--- src/hdl/kdst_ram.sv ---
`default_nettype none
module kdst_ram #(
    parameter int unsigned WIDTH = 8,
    parameter int unsigned DEPTH = 64
) (
    input  wire logic                     i_clk,
    input  wire logic                     i_we,
    input  wire logic [$clog2(DEPTH)-1:0] i_waddr,
    input  wire logic [WIDTH-1:0]         i_wdata,
    input  wire logic [$clog2(DEPTH)-1:0] i_raddr,
    output logic      [WIDTH-1:0]         o_rdata
);
    logic [WIDTH-1:0] r_mem [DEPTH];

    always_ff @(posedge i_clk) begin
        if (i_we) begin
            r_mem[i_waddr] <= i_wdata;
        end
        o_rdata <= r_mem[i_raddr];
    end
endmodule
`default_nettype wire

--- config.mk ---
export PLATFORM = sky130hd
export DESIGN_NAME = kdst_ram
export DESIGN_NICKNAME = d
export VERILOG_FILES = /design/src/hdl/kdst_ram.sv
export SDC_FILE = /design/constraint.sdc
export NUM_CORES = 1
export LEC_CHECK = 0
export ABC_AREA = 1
export BUFFER_PORTS_ARGS = -buffer_cell sky130_fd_sc_hd__buf_2
export CORE_MARGIN = 1.5
export CORE_UTILIZATION = 50
export DETAILED_ROUTE_END_ITERATION = 6
export PLACE_DENSITY = 0.66
export SYNTH_ARGS = -nofsm -noshare
export SYNTH_HDL_FRONTEND = slang
export SYNTH_SLANG_ARGS = --single-unit
--- constraint.sdc ---
create_clock -name i_clk -period 2.5 [get_ports i_clk]
set_clock_uncertainty 0.15 [all_clocks]
set_input_delay 0.25 -clock i_clk [delete_from_list [all_inputs] [get_ports i_clk]]
set_output_delay 0.25 -clock i_clk [all_outputs]
set_load 0.02 [all_outputs]
==> flow_summary.json <==
{
  "std_cell_rows": 75,
  "drt_iter0_markers": 1491,
  "place_inst": 2374,
  "synth_area_leader_cell": "edfxtp_1",
  "ff2ff_path_depth": 8,
  "crit_family": "flip-flops",
  "netlist_instances": 1805,
  "routed_wl_microns": 52500,
  "pre_cts_slack_ns": 0.254,
  "dr_total_vias": 14100,
  "first_global_vias": 13600,
  "maxSlewHeadroom": 0.468,
  "antenna_cells": 0,
  "hold_violations": 0,
  "coreArea_sq_um": 42000,
  "initial_core_util": 0.508,
  "fin_setup_tns_ns": 0,
  "placed_cell_area_sq_um": 22400,
  "maxCapViolCount": 0,
  "grt_pass1_wl_microns": 80700,
  "period_share": 0.701,
  "drt_first_pass_iters": 6,
  "post-cts-setup-buffer-count": 0,
  "drive_gt1_frac": 0.112,
  "r2r_start": "r_mem[50][5]",
  "io-pin-count": 30,
  "routabilityCongestion": 0.840,
  "syn_to_final_growth_pct": 12.5,
  "fp.dieW_microns": 210,
  "worstSkewPairLatency_ns": 0.61,
  "fin_area_sq_um": 24000,
  "endpoint_kind": "output port",
  "cts_max_path_buffers": 3,
  "cts_root_buf": "clkbuf_16",
  "cp.arrival_ns": 1.35,
  "worstSetupStartpoint": "o_rdata[2]",
  "timing_max_transition_violations_final": 0,
  "timing.fmax_mhz": 571,
  "fin_crit_ns": 1.75,
  "yosysWarningCount": 0,
  "die-area_sq_um": 43900,
  "status": "completed",
  "grt_max_degree": 111,
  "ys_types": 16,
  "hp-class": "primary input to flip-flop",
  "worstPathCellList": "buf_2",
  "cts_tree": "done",
  "die_h_microns": 210,
  "fin_ws_ns": 0.748,
  "grt_antenna_before_repair": 2,
  "final_nets": 1912,
  "via_per_inst": 5.72,
  "cts_hold_buffers": 2,
  "grt_overflow_total": 0,
  "synth.area.top_cells": "edfxtp_1 72%, nand2_1 11%, nand3_1 10%",
  "place_hpwl_microns": 30700,
  "critPathBufInv": 1,
  "cts-resized-gates": 0,
  "htree_levels": 2,
  "critical_path_required_ns": 2.10,
  "whs_path_depth": 2,
  "antenna_left": 0,
  "synth_top_area_share": 0.720,
  "portBuffers": 29,
  "yosysSeqAreaShare": 0.728,
  "setup_violations": 0,
  "slowest_delay_ns": 0.50,
  "critical_path_class": "flip-flop to output port",
  "crit_slowest_cell": "dfxtp_1",
  "powerDensity_nw_per_um2": 759,
  "instances_no_fill": 2471,
  "ir_drop_uv": 497,
  "p_leak_nw": 8.81,
  "cp.depth": 1,
  "cp_max_fo": 1,
  "hold_start": "i_wdata[4]",
  "clk_pin_slew_ns": 0.06,
  "routedWlPerCell_microns": 21.3,
  "clock-sinks": 520,
  "synth_seq_cells": 520,
  "grt_util_all_layers": 0.243,
  "hold-worst-slack_ns": 0.0328,
  "power_mw": 18.2,
  "drc_errors": 0,
  "rsz0062_at_grt": "no",
  "tightestPinTransition_ns": 0.798,
  "syn_nets": 1827,
  "syn_area_sq_um": 21300,
  "utilization": 0.571,
  "syn_avg_cell_area_sq_um": 11.8,
  "worst_setup_path_start_kind": "flip-flop",
  "numCtsBuffers": 51
}
cell type report:
class	instances	area (sq um)
Sequential cell	520	15500
Tap cell	539	674
Clock inverter	28	244
Multi-Input combinational cell	1160	4950
Inverter	12	52.6
Timing Repair Buffer	145	1220
Clock buffer	67	1340
Fill cell	3447	18000
final timing paths:
path | end | slack (ns)
min reg2reg | o_rdata[2] | 0.66
min | r_mem[11][4] | 0.03
max | o_rdata[2] | 0.75
max reg2reg | o_rdata[5] | 0.88
worst register-to-register path, cell delays in order, from the launching register on:
cell	delay, ns
edfxtp_1	0.36
nand2_1	0.09
nand3_1	0.08
nand3_1	0.15
nand2_1	0.07
nand2_1	0.06
nand3_1	0.19
nand3_1	0.25
nand2_1	0.09
synth_stat cells:
library cell  instances
nor2_1               56
nand3_1             439
buf_2                37
buf_1                10
buf_6                35
dfxtp_1               8
buf_8                 2
buf_4                14
nand2_1             648
inv_1                10
edfxtp_1            512
inv_6                 1
nor4_1                8
clkbuf_1             15
nand4_1               9
inv_2                 1
sequential cells by signal, summed over array words and instances, names as in the netlist:
signal / count
o_rdata: 8
r_mem: 512
per-layer routing:
| layer | global-route usage | vias to the layer above | share of wire |
|---|---|---|---|
| li1 | - | 6523 | - |
| met1 | 0.351 | 6887 | 0.43 |
| met4 | 0.0789 | 4 | 0.026 |
| met5 | 0 | - | 0.00044 |
| met3 | 0.0395 | 99 | 0.083 |
| met2 | 0.380 | 610 | 0.46 |
report_power, final:
part	leakage [nW]	internal (mW)	total, mW	switching (mW)
combinational	3.36	0.312	1.16	0.852
clock	0.779	4.18	7.38	3.20
sequential	4.67	9.65	9.68	0.0334
layout by cell type, fill, tap and decap left out, drive strengths merged:
master	n
clkinv	21
bufinv	4
nand3	439
dfxtp	8
inv	15
buf	142
clkbuf	68
dlygate4sd3	2
nand2	648
nand4	9
nor4	8
nor2	56
edfxtp	512
cells by family after synthesis:
kind of cell,Yosys count,synth area share
and+or+nand+nor,1160,0.232
buffers and inverters,125,0.0402
DFF,520,0.728
(Power assumes the default switching activity.)
