## config.mk

```make
export PLATFORM = sky130hd
export DESIGN_NAME = kdst_update
export DESIGN_NICKNAME = d
export VERILOG_FILES = /design/src/hdl/kdst_pkg.sv /design/src/hdl/kdst_update.sv
export SDC_FILE = /design/constraint.sdc
export NUM_CORES = 1
export LEC_CHECK = 0
export ABC_AREA = 1
export BUFFER_PORTS_ARGS = -buffer_cell sky130_fd_sc_hd__buf_2
export CAP_MARGIN = 20
export CORE_AREA = 2 2 100 102
export DETAILED_ROUTE_END_ITERATION = 12
export DIE_AREA = 0 0 102 104
export GPL_ROUTABILITY_DRIVEN = 0
export PLACE_DENSITY = 0.69
export SYNTH_ARGS = -nofsm -noshare
export SYNTH_HDL_FRONTEND = slang
export SYNTH_SLANG_ARGS = --single-unit
```

## constraint.sdc

```tcl
create_clock -name vclk -period 9.45
set_clock_uncertainty 0.15 [all_clocks]
set_input_delay 0.945 -clock vclk [all_inputs]
set_output_delay 0.945 -clock vclk [all_outputs]
set_load 0.03 [all_outputs]
```

## src/hdl/kdst_pkg.sv

```systemverilog
`default_nettype none
package kdst_pkg;

    localparam int unsigned TableEntriesDefault = 64;
    localparam logic [16:0] ProbOne  = 17'd65536;
    localparam logic [23:0] LmoprMax = 24'd16777215;

    localparam logic [1:0] ActUpdate = 2'd0;
    localparam logic [1:0] ActQuery  = 2'd1;
    localparam logic [1:0] ActDrop   = 2'd2;

    localparam logic [1:0] StHit    = 2'd0;
    localparam logic [1:0] StNew    = 2'd1;
    localparam logic [1:0] StFull   = 2'd2;
    localparam logic [1:0] StAbsent = 2'd3;

    typedef struct packed {
        logic [1:0]  action;
        logic [31:0] seq_key;
        logic [16:0] prob;
    } t_in_word;

    typedef struct packed {
        logic [1:0]  status;
        logic [16:0] peak_prob;
        logic [16:0] mopr_value;
        logic [23:0] lmopr_value;
        logic [31:0] drop_total;
    } t_out_word;

    typedef struct packed {
        logic        valid;
        logic [31:0] key;
        logic [16:0] peak;
        logic [16:0] mopr;
        logic [23:0] lmopr;
    } t_entry;

    typedef enum logic [2:0] {
        S_CLEAR,
        S_IDLE,
        S_SCAN,
        S_CALC,
        S_WRITE
    } t_state;

endpackage
`default_nettype wire

```

## src/hdl/kdst_update.sv

```systemverilog
`default_nettype none
module kdst_update (
    input  wire kdst_pkg::t_entry    i_base,
    input  wire logic [16:0]         i_prob,
    input  wire logic [33:0]         i_prod,
    input  wire logic [24:0]         i_lsum,
    output kdst_pkg::t_entry         o_entry
);
    import kdst_pkg::*;

    logic [33:0] rounded;
    logic [17:0] msum;

    always_comb begin
        rounded = i_prod + 34'd32768;
        msum    = {1'b0, i_base.mopr} + {1'b0, rounded[32:16]};
        o_entry       = i_base;
        o_entry.peak  = (i_base.peak < i_prob) ? i_prob : i_base.peak;
        o_entry.mopr  = (msum > {1'b0, ProbOne}) ? ProbOne : msum[16:0];
        o_entry.lmopr = (i_lsum > {1'b0, LmoprMax}) ? LmoprMax : i_lsum[23:0];
    end
endmodule
`default_nettype wire

```

==> metrics.csv <==
metric,value,unit
status,"finished, final reports clean",
PwrDens,74.4,nW/µm²
die width,102,µm
placed inst area,3370,µm²
IO Pins,258,
Yosys top cell area share,17.2,%
Layout fillers,1115,
router iterations before antenna repair,4,
post-CTS sizing,0,
vias,3143,
clock buffers,0,
crit path max fanout,15,
Final setup viols,0,
via/cell ratio,4.31,
post-synth top area cell,nand2_1,
DRT iter0 DRCs,51,
Critical Path Sink Type,primary output,
antenna violation net count after detailed routing,0,
die area,10600,µm²
largest vdd supply drop,0.0390,mV
layout cell share with drive strength beyond 1,35.5,%
Synth Instances,485,
worst-margin pin slew,0.406,ns
Hold Path Depth,0,
met1 Resource Use GR,12.9,%
top achievable clock speed,182,MHz
n_diodes,0,
crit path kind,in2out,
Fin. Hold Viols,0,
syn avg cell area,5.66,µm²
P_leak,2.06,nW
All-Layer GR Usage,13.1,%
Top Usage Layer GRT,met2,
Post-Syn Area,2750,µm²
M2 GR Usage,27.9,%
Residual DRC,0,
Max Slew Vio Count,0,
Ys Warns,0,
area of the multi-input gates,2100,µm²
sequential area share after synthesis,0,%
Syn Nets,687,
Max-Slew Margin vs Limit,72.8,%
most frequent cells in the layout,"152 x buf_2, 126 x nand2_1, 92 x inv_1",
CP Launch Type,input pin,
global route overflow,0,
initial antenna violation count,0,
"top cells by area, synth","nand2_1 17%, ha_1 15%, inv_1 13%",
Routed WL,7.39,mm
Worst Hold Endpoint,o_entry[67],
area of the core,9550,µm²
post-route cell area,3390,µm²
port bufs,152,
fraction of met3 tracks used by global routing,1.61,%
Critical Path AT,4.40,ns
Hold Startpoint,i_base[67],
Final #Nets,801,
first-pass GRT wire length,11.8,mm
RSZ-0062 raised after global routing,no,
register area,0,µm²
crit share post-route,58.1,%
pin count of the biggest net entering global routing,35,
hold buffer count at cts,0,
"Req. time, crit path",8.36,ns
Synth cell types,34,
area delta synth->final,23.4,%
dpl hpwl,6.88,mm
max cap viols,0,
worst min path class,in2out,
routed len/inst,10.1,µm
Die Y,104,µm
total negative setup slack,0,ns
"most common cell after layout, fill and taps aside",buf_2,
"Min Clock Period, post-route",5.49,ns
sequential cells,0,
FP Rows,36,
post-CTS setup buffer count,0,
vias in the first global route,2878,
effective utilization at floorplan,28.8,%
per-layer routing:
layer	vias to the layer above	part of all wire [%]
li1	1704	-
met1	1290	37
met2	133	53
met3	16	8.1
met4	0	2.0
met5	-	0
metrics by stage:
step	hold slack (ns)	std cells	worst slack (ns)	power (W)	util [%]
6_report	1.74	730	3.96	0.000252	35.5
5_1_grt	1.74	730	3.48	0.000281	35.5
4_1_cts	1.74	729	3.94	0.000253	35.3
3_5_place_dp	1.74	729	3.94	0.000252	35.3
3_3_place_gp	1.74	729	3.95	0.000251	35.3
2_1_floorplan	1.87	485	4.56	0.000210	-
how the worst max path moves through the flow:
stage | startpoint | depth (start not counted) | endpoint | slack, ns
after floorplan | i_prod[15] | 22 | o_entry[24] | 4.56
after global placement | i_prod[17] | 23 | o_entry[25] | 3.95
after detailed placement | i_prod[15] | 22 | o_entry[24] | 3.94
after CTS | i_prod[17] | 23 | o_entry[24] | 3.94
after global routing | i_prod[15] | 22 | o_entry[25] | 3.48
final | i_prod[17] | 23 | o_entry[24] | 3.96
cell type report:
class                           count  share of cell area [%]
Inverter                           92                    10.2
Multi-Input combinational cell    352                    62.0
Tap cell                          133                    4.91
Timing Repair Buffer              153                    22.9
power breakdown:
part	total, W	internal, W	switching, W
sequential	0	0	0
combinational	0.000252	0.0000874	0.000165
clock	0	0	0
total	0.000252	0.0000874	0.000165
synth_stat cells (all sizes together):
cell     count
or2         25
nor4         1
and3         1
inv         92
a21oi       33
nand3b       4
nor2        28
a211oi       1
o31ai        2
nor3         8
and2         2
xor2        12
xnor2        7
ha          34
nand2      137
o21a         1
buf         36
nand3       30
nand4        3
o2111ai      1
clkbuf       5
fa           1
o21bai       1
o21ai       20
logic make-up after synthesis:
group                    synth area share, %
adder cells (fa/ha/maj)                 16.2
XOR/XNOR                                6.06
buffers and inverters                   23.5
AO/OA/AOI/OAI                           13.3
AND/OR/NAND/NOR                         41.0
worst max-delay path: stages:
cell and delay (ns):
buf_2 0.11, and3_1 0.18, nand3_1 0.12, nor2_1 0.11
nand2_1 0.08, nor3_1 0.27, nand2_1 0.14, nor2_1 0.24
nand2_1 0.10, xnor2_1 0.14, ha_1 0.33, nand2_1 0.15
inv_1 0.05, nand2_1 0.06, nand2_1 0.04, a21oi_1 0.16
nand3_1 0.12, nand2_2 0.10, nand2_1 0.07, nor2_2 0.11
nand3_2 0.32, a21oi_1 0.23, buf_2 0.21
(Power assumes the default switching activity.)
